--- src/rtl/core/tse_pkg.sv ---
// Package for the TLS SNI extractor: parse phase encoding, protocol constants
// and the result record. No dependencies.

package tse_pkg;

	typedef enum logic [4:0] {
		PH_ETH        = 5'd0,
		PH_IP_VER     = 5'd1,
		PH_IP_SKIP    = 5'd2,
		PH_TCP_PRE    = 5'd3,
		PH_TCP_OFF    = 5'd4,
		PH_TCP_SKIP   = 5'd5,
		PH_REC_TYPE   = 5'd6,
		PH_REC_SKIP   = 5'd7,
		PH_HS_TYPE    = 5'd8,
		PH_HS_SKIP    = 5'd9,
		PH_SID_LEN    = 5'd10,
		PH_SID_SKIP   = 5'd11,
		PH_CS_HI      = 5'd12,
		PH_CS_LO      = 5'd13,
		PH_CS_SKIP    = 5'd14,
		PH_CM_LEN     = 5'd15,
		PH_CM_SKIP    = 5'd16,
		PH_EXTS_HI    = 5'd17,
		PH_EXTS_LO    = 5'd18,
		PH_EXT_T_HI   = 5'd19,
		PH_EXT_T_LO   = 5'd20,
		PH_EXT_L_HI   = 5'd21,
		PH_EXT_L_LO   = 5'd22,
		PH_EXT_SKIP   = 5'd23,
		PH_SNI_LST_HI = 5'd24,
		PH_SNI_LST_LO = 5'd25,
		PH_SNI_TYPE   = 5'd26,
		PH_SNI_NL_HI  = 5'd27,
		PH_SNI_NL_LO  = 5'd28,
		PH_SNI_NAME   = 5'd29,
		PH_DRAIN      = 5'd30
	} phase_t;

	localparam logic [15:0] ETH_HDR_BYTES    = 16'd14;
	localparam logic [15:0] TCP_PRE_BYTES    = 16'd12;
	localparam logic [15:0] REC_HDR_REST     = 16'd4;
	localparam logic [15:0] HELLO_FIXED_REST = 16'd37;
	localparam logic [3:0]  HDR_WORDS_MIN    = 4'd5;
	localparam logic [7:0]  REC_HANDSHAKE    = 8'h16;
	localparam logic [7:0]  HS_CLIENT_HELLO  = 8'h01;
	localparam logic [7:0]  EXT_SNI_BYTE     = 8'h00;

	typedef struct packed {
		logic [7:0] name_char;
		logic       name_last;
		logic       name_truncated;
	} result_t;

endpackage

--- src/rtl/core/tse_parser.sv ---
// Frame parser of the TLS SNI extractor: holds the parse state and turns one
// registered frame byte into at most one host-name result. Uses tse_pkg.

module tse_parser (
	input  logic              clk,
	input  logic              arst_n,
	input  logic              step,
	input  logic [7:0]        byte_in,
	input  logic              end_in,
	output logic              has_result,
	output tse_pkg::result_t  result
);

	tse_pkg::phase_t phase_q, phase_d;
	logic [15:0] skip_q, skip_d;
	logic [15:0] ext_left_q, ext_left_d;
	logic [15:0] len_q, len_d;
	logic        kind_sni_q, kind_sni_d;

	logic [15:0] skip_dec;
	logic [15:0] len_dec;
	logic [15:0] len_word;

	assign skip_dec = (skip_q != 16'd0) ? skip_q - 16'd1 : skip_q;
	assign len_dec  = (len_q != 16'd0) ? len_q - 16'd1 : len_q;
	assign len_word = {len_q[7:0], byte_in};

	always_comb begin
		phase_d    = phase_q;
		skip_d     = skip_q;
		ext_left_d = ext_left_q;
		len_d      = len_q;
		kind_sni_d = kind_sni_q;
		has_result = 1'b0;
		result     = '{name_char: byte_in, name_last: 1'b0, name_truncated: 1'b0};

		// Every byte inside an extension counts down the extension list.
		if (phase_q >= tse_pkg::PH_EXT_T_LO && phase_q <= tse_pkg::PH_SNI_NAME &&
				ext_left_q != 16'd0) begin
			ext_left_d = ext_left_q - 16'd1;
		end

		unique case (phase_q)
			tse_pkg::PH_ETH: begin
				if (skip_q + 16'd1 >= tse_pkg::ETH_HDR_BYTES) begin
					skip_d  = 16'd0;
					phase_d = tse_pkg::PH_IP_VER;
				end else begin
					skip_d = skip_q + 16'd1;
				end
			end
			tse_pkg::PH_IP_VER: begin
				if (byte_in[3:0] < tse_pkg::HDR_WORDS_MIN) begin
					phase_d = tse_pkg::PH_DRAIN;
				end else begin
					skip_d  = {10'd0, byte_in[3:0], 2'b00} - 16'd1;
					phase_d = tse_pkg::PH_IP_SKIP;
				end
			end
			tse_pkg::PH_IP_SKIP: begin
				if (skip_dec == 16'd0) begin
					skip_d  = tse_pkg::TCP_PRE_BYTES;
					phase_d = tse_pkg::PH_TCP_PRE;
				end else begin
					skip_d = skip_dec;
				end
			end
			tse_pkg::PH_TCP_PRE: begin
				skip_d = skip_dec;
				if (skip_dec == 16'd0) phase_d = tse_pkg::PH_TCP_OFF;
			end
			tse_pkg::PH_TCP_OFF: begin
				if (byte_in[7:4] < tse_pkg::HDR_WORDS_MIN) begin
					phase_d = tse_pkg::PH_DRAIN;
				end else begin
					skip_d  = {10'd0, byte_in[7:4], 2'b00} - 16'd13;
					phase_d = tse_pkg::PH_TCP_SKIP;
				end
			end
			tse_pkg::PH_TCP_SKIP: begin
				skip_d = skip_dec;
				if (skip_dec == 16'd0) phase_d = tse_pkg::PH_REC_TYPE;
			end
			tse_pkg::PH_REC_TYPE: begin
				if (byte_in == tse_pkg::REC_HANDSHAKE) begin
					skip_d  = tse_pkg::REC_HDR_REST;
					phase_d = tse_pkg::PH_REC_SKIP;
				end else begin
					phase_d = tse_pkg::PH_DRAIN;
				end
			end
			tse_pkg::PH_REC_SKIP: begin
				skip_d = skip_dec;
				if (skip_dec == 16'd0) phase_d = tse_pkg::PH_HS_TYPE;
			end
			tse_pkg::PH_HS_TYPE: begin
				if (byte_in == tse_pkg::HS_CLIENT_HELLO) begin
					skip_d  = tse_pkg::HELLO_FIXED_REST;
					phase_d = tse_pkg::PH_HS_SKIP;
				end else begin
					phase_d = tse_pkg::PH_DRAIN;
				end
			end
			tse_pkg::PH_HS_SKIP: begin
				skip_d = skip_dec;
				if (skip_dec == 16'd0) phase_d = tse_pkg::PH_SID_LEN;
			end
			tse_pkg::PH_SID_LEN: begin
				skip_d  = {8'd0, byte_in};
				phase_d = (byte_in != 8'd0) ? tse_pkg::PH_SID_SKIP : tse_pkg::PH_CS_HI;
			end
			tse_pkg::PH_SID_SKIP: begin
				skip_d = skip_dec;
				if (skip_dec == 16'd0) phase_d = tse_pkg::PH_CS_HI;
			end
			tse_pkg::PH_CS_HI: begin
				len_d   = {8'd0, byte_in};
				phase_d = tse_pkg::PH_CS_LO;
			end
			tse_pkg::PH_CS_LO: begin
				skip_d  = len_word;
				phase_d = (len_word != 16'd0) ? tse_pkg::PH_CS_SKIP : tse_pkg::PH_CM_LEN;
			end
			tse_pkg::PH_CS_SKIP: begin
				skip_d = skip_dec;
				if (skip_dec == 16'd0) phase_d = tse_pkg::PH_CM_LEN;
			end
			tse_pkg::PH_CM_LEN: begin
				skip_d  = {8'd0, byte_in};
				phase_d = (byte_in != 8'd0) ? tse_pkg::PH_CM_SKIP : tse_pkg::PH_EXTS_HI;
			end
			tse_pkg::PH_CM_SKIP: begin
				skip_d = skip_dec;
				if (skip_dec == 16'd0) phase_d = tse_pkg::PH_EXTS_HI;
			end
			tse_pkg::PH_EXTS_HI: begin
				len_d   = {8'd0, byte_in};
				phase_d = tse_pkg::PH_EXTS_LO;
			end
			tse_pkg::PH_EXTS_LO: begin
				ext_left_d = len_word;
				phase_d    = tse_pkg::PH_EXT_T_HI;
			end
			tse_pkg::PH_EXT_T_HI: begin
				if (ext_left_q == 16'd0) begin
					phase_d = tse_pkg::PH_DRAIN;
				end else begin
					ext_left_d = ext_left_q - 16'd1;
					kind_sni_d = (byte_in == tse_pkg::EXT_SNI_BYTE);
					phase_d    = tse_pkg::PH_EXT_T_LO;
				end
			end
			tse_pkg::PH_EXT_T_LO: begin
				kind_sni_d = kind_sni_q && (byte_in == tse_pkg::EXT_SNI_BYTE);
				phase_d    = tse_pkg::PH_EXT_L_HI;
			end
			tse_pkg::PH_EXT_L_HI: begin
				len_d   = {8'd0, byte_in};
				phase_d = tse_pkg::PH_EXT_L_LO;
			end
			tse_pkg::PH_EXT_L_LO: begin
				skip_d = len_word;
				if (len_word == 16'd0) begin
					phase_d = tse_pkg::PH_EXT_T_HI;
				end else if (kind_sni_q) begin
					phase_d = tse_pkg::PH_SNI_LST_HI;
				end else begin
					phase_d = tse_pkg::PH_EXT_SKIP;
				end
			end
			tse_pkg::PH_EXT_SKIP: begin
				skip_d = skip_dec;
				if (skip_dec == 16'd0) phase_d = tse_pkg::PH_EXT_T_HI;
			end
			tse_pkg::PH_SNI_LST_HI: begin
				skip_d  = skip_dec;
				phase_d = (skip_dec == 16'd0) ? tse_pkg::PH_EXT_T_HI : tse_pkg::PH_SNI_LST_LO;
			end
			tse_pkg::PH_SNI_LST_LO: begin
				skip_d  = skip_dec;
				phase_d = (skip_dec == 16'd0) ? tse_pkg::PH_EXT_T_HI : tse_pkg::PH_SNI_TYPE;
			end
			tse_pkg::PH_SNI_TYPE: begin
				skip_d  = skip_dec;
				phase_d = (skip_dec == 16'd0) ? tse_pkg::PH_EXT_T_HI : tse_pkg::PH_SNI_NL_HI;
			end
			tse_pkg::PH_SNI_NL_HI: begin
				skip_d  = skip_dec;
				len_d   = {8'd0, byte_in};
				phase_d = (skip_dec == 16'd0) ? tse_pkg::PH_EXT_T_HI : tse_pkg::PH_SNI_NL_LO;
			end
			tse_pkg::PH_SNI_NL_LO: begin
				skip_d = skip_dec;
				len_d  = len_word;
				if (len_word != 16'd0) begin
					phase_d = tse_pkg::PH_SNI_NAME;
				end else begin
					phase_d = (skip_dec != 16'd0) ? tse_pkg::PH_EXT_SKIP : tse_pkg::PH_EXT_T_HI;
				end
			end
			tse_pkg::PH_SNI_NAME: begin
				skip_d     = skip_dec;
				len_d      = len_dec;
				has_result = 1'b1;
				result.name_last      = (len_dec == 16'd0) || end_in;
				result.name_truncated = (len_dec != 16'd0) && end_in;
				// The name length governs; any extension bytes left after the name are skipped.
				if (len_dec == 16'd0) begin
					phase_d = (skip_dec != 16'd0) ? tse_pkg::PH_EXT_SKIP : tse_pkg::PH_EXT_T_HI;
				end
			end
			default: begin
				phase_d = tse_pkg::PH_DRAIN;
			end
		endcase

		// The last byte of a frame returns the parser to its start state.
		if (end_in) begin
			phase_d    = tse_pkg::PH_ETH;
			skip_d     = 16'd0;
			ext_left_d = 16'd0;
			len_d      = 16'd0;
			kind_sni_d = 1'b0;
		end
	end

	always_ff @(posedge clk or negedge arst_n) begin
		if (!arst_n) begin
			phase_q    <= tse_pkg::PH_ETH;
			skip_q     <= 16'd0;
			ext_left_q <= 16'd0;
			len_q      <= 16'd0;
			kind_sni_q <= 1'b0;
		end else if (step) begin
			phase_q    <= phase_d;
			skip_q     <= skip_d;
			ext_left_q <= ext_left_d;
			len_q      <= len_d;
			kind_sni_q <= kind_sni_d;
		end
	end

endmodule

--- src/rtl/core/tse_out_reg.sv ---
// Result register of the TLS SNI extractor: holds one host-name byte until
// the downstream side takes it. Uses tse_pkg for the result record.

module tse_out_reg (
	input  logic              clk,
	input  logic              arst_n,
	input  logic              load,
	input  tse_pkg::result_t  load_data,
	output logic              free,
	output logic              valid,
	input  logic              ready,
	output tse_pkg::result_t  data
);

	logic             valid_q;
	tse_pkg::result_t data_q;

	// The slot can be refilled in the same cycle that its transfer completes.
	assign free  = !valid_q || ready;
	assign valid = valid_q;
	assign data  = data_q;

	always_ff @(posedge clk or negedge arst_n) begin
		if (!arst_n) begin
			valid_q <= 1'b0;
		end else if (free) begin
			valid_q <= load;
		end
	end

	always_ff @(posedge clk) begin
		if (load && free) begin
			data_q <= load_data;
		end
	end

endmodule

--- src/rtl/core/tls_sni_extractor_top.sv ---
// Top level of the TLS SNI extractor: input byte register, frame parser and
// result register. Depends on tse_pkg, tse_parser and tse_out_reg.
// Path: a host-name byte passes the input byte register, then the result register.
// Throughput: one frame byte per cycle, unless a result byte meets a full result register.
// Reset: arst_n returns the parser to the Ethernet header phase and empties both registers.
// After the byte marked frame_end the parser starts over for the next frame.

module tls_sni_extractor_top (
	input  logic       clk,
	input  logic       arst_n,
	input  logic       frame_valid,
	output logic       frame_ready,
	input  logic [7:0] frame_byte,
	input  logic       frame_end,
	output logic       name_valid,
	input  logic       name_ready,
	output logic [7:0] name_char,
	output logic       name_last,
	output logic       name_truncated
);

	logic       valid_s1;
	logic [7:0] byte_s1;
	logic       end_s1;

	logic             has_result;
	logic             out_free;
	logic             step;
	tse_pkg::result_t result;
	tse_pkg::result_t out_data;

	// A byte with no result moves on even while the result register is full.
	assign step        = valid_s1 && (!has_result || out_free);
	assign frame_ready = !valid_s1 || step;

	always_ff @(posedge clk or negedge arst_n) begin
		if (!arst_n) begin
			valid_s1 <= 1'b0;
		end else if (frame_ready) begin
			valid_s1 <= frame_valid;
		end
	end

	always_ff @(posedge clk) begin
		if (frame_ready && frame_valid) begin
			byte_s1 <= frame_byte;
			end_s1  <= frame_end;
		end
	end

	tse_parser u_parser (
		.clk        (clk),
		.arst_n     (arst_n),
		.step       (step),
		.byte_in    (byte_s1),
		.end_in     (end_s1),
		.has_result (has_result),
		.result     (result)
	);

	tse_out_reg u_out_reg (
		.clk       (clk),
		.arst_n    (arst_n),
		.load      (step && has_result),
		.load_data (result),
		.free      (out_free),
		.valid     (name_valid),
		.ready     (name_ready),
		.data      (out_data)
	);

	assign name_char      = out_data.name_char;
	assign name_last      = out_data.name_last;
	assign name_truncated = out_data.name_truncated;

endmodule
--- config.mk ---
export PLATFORM = sky130hd
export DESIGN_NAME = tls_sni_extractor_top
export DESIGN_NICKNAME = d
export VERILOG_FILES = /design/src/rtl/core/tse_pkg.sv /design/src/rtl/core/tse_parser.sv /design/src/rtl/core/tse_out_reg.sv /design/src/rtl/core/tls_sni_extractor_top.sv
export SDC_FILE = /design/constraint.sdc
export NUM_CORES = 1
export LEC_CHECK = 0
export ABC_CLOCK_PERIOD_IN_PS = 10000
export BUFFER_PORTS_ARGS = -buffer_cell sky130_fd_sc_hd__clkbuf_2
export CAP_MARGIN = 20
export CORE_MARGIN = 3
export CORE_UTILIZATION = 35
export CTS_BUF_LIST = sky130_fd_sc_hd__clkbuf_8 sky130_fd_sc_hd__clkbuf_16
export DETAILED_ROUTE_END_ITERATION = 7
export GPL_ROUTABILITY_DRIVEN = 1
export PLACE_DENSITY = 0.49
export SLEW_MARGIN = 40
export SYNTH_ARGS = -nofsm -noshare
export SYNTH_HDL_FRONTEND = slang
export SYNTH_SLANG_ARGS = --single-unit
export TNS_END_PERCENT = 10
--- constraint.sdc ---
create_clock -name clk -period 10 [get_ports clk]
set_clock_uncertainty 0.1 [all_clocks]
set_input_delay 2 -clock clk [delete_from_list [all_inputs] [get_ports clk]]
set_output_delay 2 -clock clk [all_outputs]
set_load 0.05 [all_outputs]
==> results of run 1 <==
## per-layer routing
metal	up-vias	track usage, %
met5	-	0
met4	0	7.80
met1	3172	32.2
met3	36	3.90
met2	245	32.5
li1	3076	-
## critical path: cells and delay by family
| family | cells | cell delay (ns) |
|---|---|---|
| and+or+nand+nor | 3 | 0.51 |
| buffers and inverters | 2 | 0.33 |
## flip-flops by register name, summed over array words and instances, names as in the netlist
name,count
u_parser.skip_q,16
end_s1,1
valid_s1,1
byte_s1,8
u_parser.len_q,16
u_parser.phase_q,5
u_parser.ext_left_q,16
u_out_reg.valid,1
u_out_reg.data,10
u_parser.kind_sni_q,1
## cell families after synthesis
| kind of cell | Yosys count | synth area share, % |
|---|---|---|
| mux | 5 | 0.784 |
| flops | 75 | 30.9 |
| compound gates | 286 | 30.3 |
| xor+xnor | 28 | 3.96 |
| fa+ha+maj | 13 | 2.55 |
| simple gates | 323 | 25.7 |
| buf+inv | 97 | 5.82 |
## Yosys cell counts (all sizes together) (9+ instances only)
master / n
nand3: 22
nor2b: 9
a31oi: 15
clkbuf: 56
nand4: 10
buf: 10
or2: 10
xnor2: 20
nand2: 72
nor3: 33
o21ai: 87
dfrtp: 56
o2bb2ai: 11
o211ai: 14
a32o: 9
inv: 31
edfxtp: 19
nor2: 89
nor4: 17
or4: 9
a22oi: 11
nand2b: 12
a21oi: 47
ha: 13
## power groups by stage
| stage | Clock [mW] | Sequential, mW | Combinational [mW] |
|---|---|---|---|
| floorplan | 0 | 0.384 | 0.903 |
| global placement | 0 | 0.447 | 1.10 |
| detailed placement | 0 | 0.448 | 1.10 |
| CTS | 0.304 | 0.442 | 1.11 |
| global route | 0.316 | 0.454 | 1.24 |
| finish | 0.297 | 0.445 | 1.14 |
## worst paths after layout
path / cells after the start / slack [ns] / to
max in group asynchronous: 2 / 7.75 / u_parser.ext_left_q[1]
worst min register to register: 2 / 0.43 / u_parser.ext_left_q[10]
min in group asynchronous: 2 / 1.60 / u_parser.phase_q[0]
worst max register to register: 10 / 6.13 / u_parser.skip_q[1]
worst max-delay path: 5 / 5.05 / frame_ready
worst min-delay path: 2 / 0.43 / u_parser.ext_left_q[10]
## final cells by class
cell class                      instances  area (µm²)  area share [%]
Multi-Input combinational cell        655        4070            59.0
Sequential cell                        75        1970            28.6
Tap cell                              225         282            4.08
Clock buffer                            9         225            3.26
Timing Repair Buffer                   34         199            2.88
Inverter                               31         116            1.69
Clock inverter                          7        36.3           0.526
## through the flow
stage / utilization (%) / power (mW) / instances
6_report: 39.2 / 1.88 / 1036
3_3_place_gp: 37.6 / 1.55 / 1020
3_5_place_dp: 37.6 / 1.55 / 1020
2_1_floorplan: - / 1.29 / 827
4_1_cts: 39.1 / 1.86 / 1036
5_1_grt: 39.2 / 2.01 / 1036
==> flow_summary_export.csv, run 1 <==
group,metric,value,unit
finish,stdcell_area,6900,µm²
floorplanning,die-area,19900,µm²
synthesis,synth_flop_cell,"dfrtp_1",
detailed_routing,wl_met2,9.45,mm
placement,placed_area,6620,µm²
sta,setup_tns,0,ns
grt,antenna_found_initial,0,
placement,place.detailed.hpwl,15.0,mm
placement,place_congestion,0.900,
setup_path,path_cells,"clkbuf_2, nand2b_1, nor2_1, nand2_1, clkbuf_2",
grt,grt_pass1_vias,6291,
detailed_routing,totalWireLength,21.6,mm
cts,htreeDepth,3,
detailed_routing,ant_nets,0,
floorplanning,rows,48,
cts,cts.sinks,75,
sta,rsz0062_at_grt,"no",
run,cap_violations,0,
floorplanning,core,17600,µm²
detailed_routing,drtIter0Drc,664,
detailed_routing,wl_met3,1.40,mm
setup_path,reg2reg_from,"u_parser.skip_q[0]",
synthesis,async_reset_ff_share,74.7,%
cts,cts_tree,"yes",
synthesis,synth_top_cell_by_area,"dfrtp_1",
power_and_ir_drop,comb_power_share,60.5,%
detailed_routing,first_pass_iters,8,
detailed_routing,vias,6529,
synthesis,synth_edf_count,19,
finish,antenna-diode-count,0,
setup_path,startpoint_type,"input port",
finish,final_common_cell,"nor2_1",
power_and_ir_drop,swShare,49.8,%
synthesis,netlist_instances,827,
setup_path,worstPathArrival,2.85,ns
power_and_ir_drop,p_int,942,µW
power_and_ir_drop,p_seq_share,23.7,%
sta,hold_viol,0,
cts,clock_path_buffers,2,
synthesis,synth.top_cells.by_area,"dfrtp_1, edfxtp_1, o21ai_0",
setup_path,path_max_fanout,3,
setup_path,crit_path_top_delay_cell,"clkbuf_2",
cts,cts_root_buf,"clkbuf_16",
setup_path,crit_top_cell,"clkbuf_2",
cts,cts_resized,0,
sta,holdWs,0.435,ns
sta,finalMaxSlewViolations,0,
detailed_routing,wire_per_inst,20.8,µm
placement,pre_cts_slack,5.15,ns
grt,grt_pass1_wl,35.3,mm
sta,tightest_slew,0.860,ns
finish,fillerInstances,1849,
cts,cts_buffers,9,
floorplanning,num_io_pins,25,
cts,cts_hold_buf,0,
hold_path,hold_start,"u_parser.ext_left_q[10]",
detailed_routing,routed_via_density,6.30,
finish,area_growth,8.16,%
sta,setup_slack,5.05,ns
placement,io_buffers,24,
finish,drive_above_1_share,9.86,%
power_and_ir_drop,p_per_area,272,nW/µm²
synthesis,ys_types,77,
sta,fmax,202,MHz
floorplanning,die_x,141,µm
grt,grtUsageTotal,22.0,%
cts,cts_setup_buffers,0,
synthesis,synth_top_area_share,22.0,%
detailed_routing,wl_met1,10.2,mm
floorplanning,die_h,141,µm
floorplanning,initial_core_util,36.3,%
power_and_ir_drop,power_switching,935,µW
synthesis,synth_fp_nets,853,
synthesis,syn_area,6380,µm²
grt,grt_max_degree,57,
synthesis,ys_ff_latch,75,
sta,fin_crit_sh,49.5,%
cts,clkTransAtPathRegs,0.06,ns
status,outcome,"finished clean",
power_and_ir_drop,irDropWorstVdd,0.169,mV
sta,finalCriticalPeriod,4.95,ns
grt,grt_overflow,0,
hold_path,min_path_type,"reg2reg",
setup_path,cp_data_required_time,7.90,ns
finish,nNetsFinal,832,
power_and_ir_drop,pwr-share-clk,15.8,%
setup_path,crit_type,"in2out",
setup_path,end_kind,"primary output",
cts,clk_latency,0.35,ns
synthesis,syn-mean-instance-area,7.72,µm²
synthesis,ys_warn_count,0,
finish,final_cell_mix,"nor2_1, o21ai_0, nand2_1, dfrtp_1, a21oi_1",
setup_path,cp_slowest_stage_delay,0.25,ns
sta,slew-limit-headroom,42.1,%
power_and_ir_drop,leakage,2.65,nW
synthesis,seq_area_frac_synth,30.9,%
setup_path,crit_start,"name_ready",
detailed_routing,top_layer_used,"met4",
detailed_routing,drc,0,
sta,setup_viol,0,
(Power assumes the default switching activity.)
==> inputs of run 2 (changes only) <==
Settings changed: ABC_AREA from default to 1, ABC_CLOCK_PERIOD_IN_PS 10000 to 4420, PLACE_DENSITY 0.49 to 0.51.
Clock period 10 ns to 4.42 ns, I/O delays scaled along.
==> run 2 against run 1 <==
Against the previous run:
- hold slack improved by 0.0076 ns
- synthesized cell count rose by 22%
- register-to-register slack got worse by 5.2 ns
- count of clock-buffer cells in the layout did not move
- critical path type is now reg2reg
- largest cell class unchanged
==> flow_summary_export.csv, run 2 <==
group,metric,value,unit
cts,cts_hold_buf,0,
setup_path,crit_type,"reg2reg",
grt,grtUsageTotal,23.0,%
cts,clk_latency,0.35,ns
detailed_routing,drtIter0Drc,778,
cts,cts_setup_buffers,0,
hold_path,holdPathStages,2,
cts,cts_buffers,9,
finish,antenna-diode-count,0,
floorplanning,die_h,143,µm
grt,antenna_found_initial,0,
power_and_ir_drop,leakage,3.45,nW
sta,finalMaxSlewViolations,0,
detailed_routing,first_pass_iters,5,
floorplanning,rows,49,
detailed_routing,totalWireLength,23.1,mm
detailed_routing,ant_nets,0,
sta,hold_viol,0,
synthesis,seq_area_frac_synth,29.8,%
synthesis,ys_types,50,
finish,drive_above_1_share,9.53,%
finish,final_common_cell,"nand2_1",
cts,clkTransAtPathRegs,0.07,ns
synthesis,yosysMostFrequentCell,"nand2_1",
finish,fillerInstances,1979,
placement,place.detailed.hpwl,18.1,mm
floorplanning,core,18300,µm²
power_and_ir_drop,p_total,5.21,mW
sta,setup_tns,0,ns
sta,tightest_slew,0.829,ns
setup_path,crit_path_top_delay_cell,"nor2_1",
setup_path,worstPathArrival,3.64,ns
setup_path,path_max_fanout,17,
synthesis,synth_flop_cell,"dfrtp_1",
setup_path,end_kind,"register",
placement,place_congestion,0.996,
setup_path,rr_worst_depth,12,
run,cap_violations,0,
finish,final_cell_mix,"nand2_1, nor2_1, inv_1, nand3_1, o21ai_0",
synthesis,synth_fp_nets,1039,
finish,area_growth,8.42,%
status,outcome,"finished clean",
synthesis,synth_top_area_share,21.2,%
sta,slew-limit-headroom,44.5,%
power_and_ir_drop,irDropWorstVdd,0.269,mV
cts,cts_tree,"yes",
cts,cts_resized,0,
grt,grt_pass1_vias,6468,
detailed_routing,drc,0,
floorplanning,die_x,143,µm
sta,rsz0062_at_grt,"no",
floorplanning,initial_core_util,36.2,%
sta,fin_crit_sh,78.8,%
sta,finalCriticalPeriod,3.48,ns
setup_path,startpoint_type,"register",
detailed_routing,vias,6987,
placement,io_buffers,24,
synthesis,netlist_instances,1013,
sta,setup_viol,0,
synthesis,yosys-top-cells-count,"nand2_1, nor2_1, inv_1",
grt,grt_max_degree,33,
detailed_routing,routed_via_density,5.56,
synthesis,syn_area,6610,µm²
synthesis,ys_ff_latch,75,
detailed_routing,wire_per_inst,18.4,µm
setup_path,crit_top_cell,"inv_2",
finish,reg_top3,"u_parser.ext_left_q x16, u_parser.len_q x16, u_parser.skip_q x16",
setup_path,cp_data_required_time,4.58,ns
cts,htreeDepth,3,
setup_path,cp_slowest_stage_delay,0.65,ns
synthesis,synth.top_cells.by_area,"dfrtp_1, nand2_1, edfxtp_1",
power_and_ir_drop,p_per_area,727,nW/µm²
sta,fmax,287,MHz
synthesis,ys_warn_count,0,
synthesis,synth_top_cell_by_area,"dfrtp_1",
finish,nNetsFinal,1049,
synthesis,async_reset_ff_share,74.7,%
cts,clock_path_buffers,2,
floorplanning,die-area,20600,µm²
setup_path,crit_start,"u_parser.phase_q[0]",
synthesis,syn-mean-instance-area,6.52,µm²
hold_path,hold_start,"u_parser.ext_left_q[15]",
hold_path,min_path_type,"reg2reg",
floorplanning,num_io_pins,25,
setup_path,path_cells,"nand2_1, inv_2, nand3_2, inv_2, a31oi_2, buf_4, inv_1, nor2_1, inv_2, nor2_1, inv_1, o22ai_1",
cts,cts_root_buf,"clkbuf_16",
grt,grt_overflow,0,
grt,grt_pass1_wl,37.0,mm
synthesis,synth_edf_count,19,
cts,cts.sinks,75,
setup_path,reg2reg_from,"u_parser.phase_q[0]",
## run 2: cell types whose count changed in the layout (fill, tap and decap cells not counted), moves of 12 or more
cell and change:
o22ai_1 +20, o21ai_0 -25, inv_2 +12, nor3_1 -20
xor2_1 +15, inv_1 +72, nand2_1 +206, nand2b_1 -12
nand3_1 +62, nor2_1 +43, a31oi_1 -14, xnor2_1 -19
a21oi_1 -14
## run 2: area by class of cell
type | count | area [µm²] | share of cell area, %
multi-input cells | 793 | 4020 | 56.2
flip-flops and latches | 75 | 1970 | 27.5
inverters | 117 | 439 | 6.13
well taps | 229 | 287 | 4.00
clock buffers | 9 | 225 | 3.14
repair buffers | 27 | 143 | 1.99
clock inverters | 7 | 76.3 | 1.07
## run 2: final timing paths
path                                           endpoint  slack [ns]
worst max register to register       u_parser.len_q[13]        0.94
worst min-delay path            u_parser.ext_left_q[15]        0.44
worst max-delay path                 u_parser.len_q[13]        0.94
worst min register to register  u_parser.ext_left_q[15]        0.44
max in group asynchronous            u_parser.len_q[13]        2.82
min in group asynchronous            u_parser.skip_q[2]        0.47
## run 2: critical path, delay by kind of cell (launching register included)
| kind | cells | cell delay [ns] |
|---|---|---|
| DFF | 1 | 0.49 |
| and+or+nand+nor | 4 | 1.32 |
| AOI/OAI and AO/OA | 2 | 0.36 |
| buffers and inverters | 6 | 1.10 |
## run 2: per-layer routing
metal	up-vias	track usage, %	routed length [µm]
li1	3427	-	-
met2	265	35.3	10300
met3	41	2.73	1300
met1	3254	34.1	11000
met4	0	6.64	503
met5	-	0	0
## run 2: stage by stage
step | std cells | worst slack, ns | area (µm²) | hold WS, ns | utilization [%]
after detailed placement | 1241 | 0.994 | 6860 | 0.413 | 37.6
after global routing | 1257 | 0.611 | 7170 | 0.481 | 39.2
after floorplan | 1013 | 1.95 | 6610 | 0.368 | -
final | 1257 | 0.939 | 7170 | 0.442 | 39.2
after CTS | 1257 | 0.983 | 7170 | 0.433 | 39.2
after global placement | 1241 | 1.05 | 6860 | 0.422 | 37.6
## run 2: power by group
group	switching [mW]	internal [mW]	leakage, nW
sequential	0.191	0.802	0.946
combinational	2.44	1.01	2.35
clock	0.361	0.404	0.150
total	2.99	2.22	3.45
## run 2: cell families (layout without fill, tap and decap cells)
group,count (synthesis),count (layout),share of synthesized area [%]
AO/OA/AOI/OAI,191,191,18.1
flip-flops,75,75,29.8
adder cells (fa/ha/maj),13,13,2.46
buffers and inverters,145,160,9.28
AND/OR/NAND/NOR,566,566,37.2
XOR/XNOR,23,23,3.05
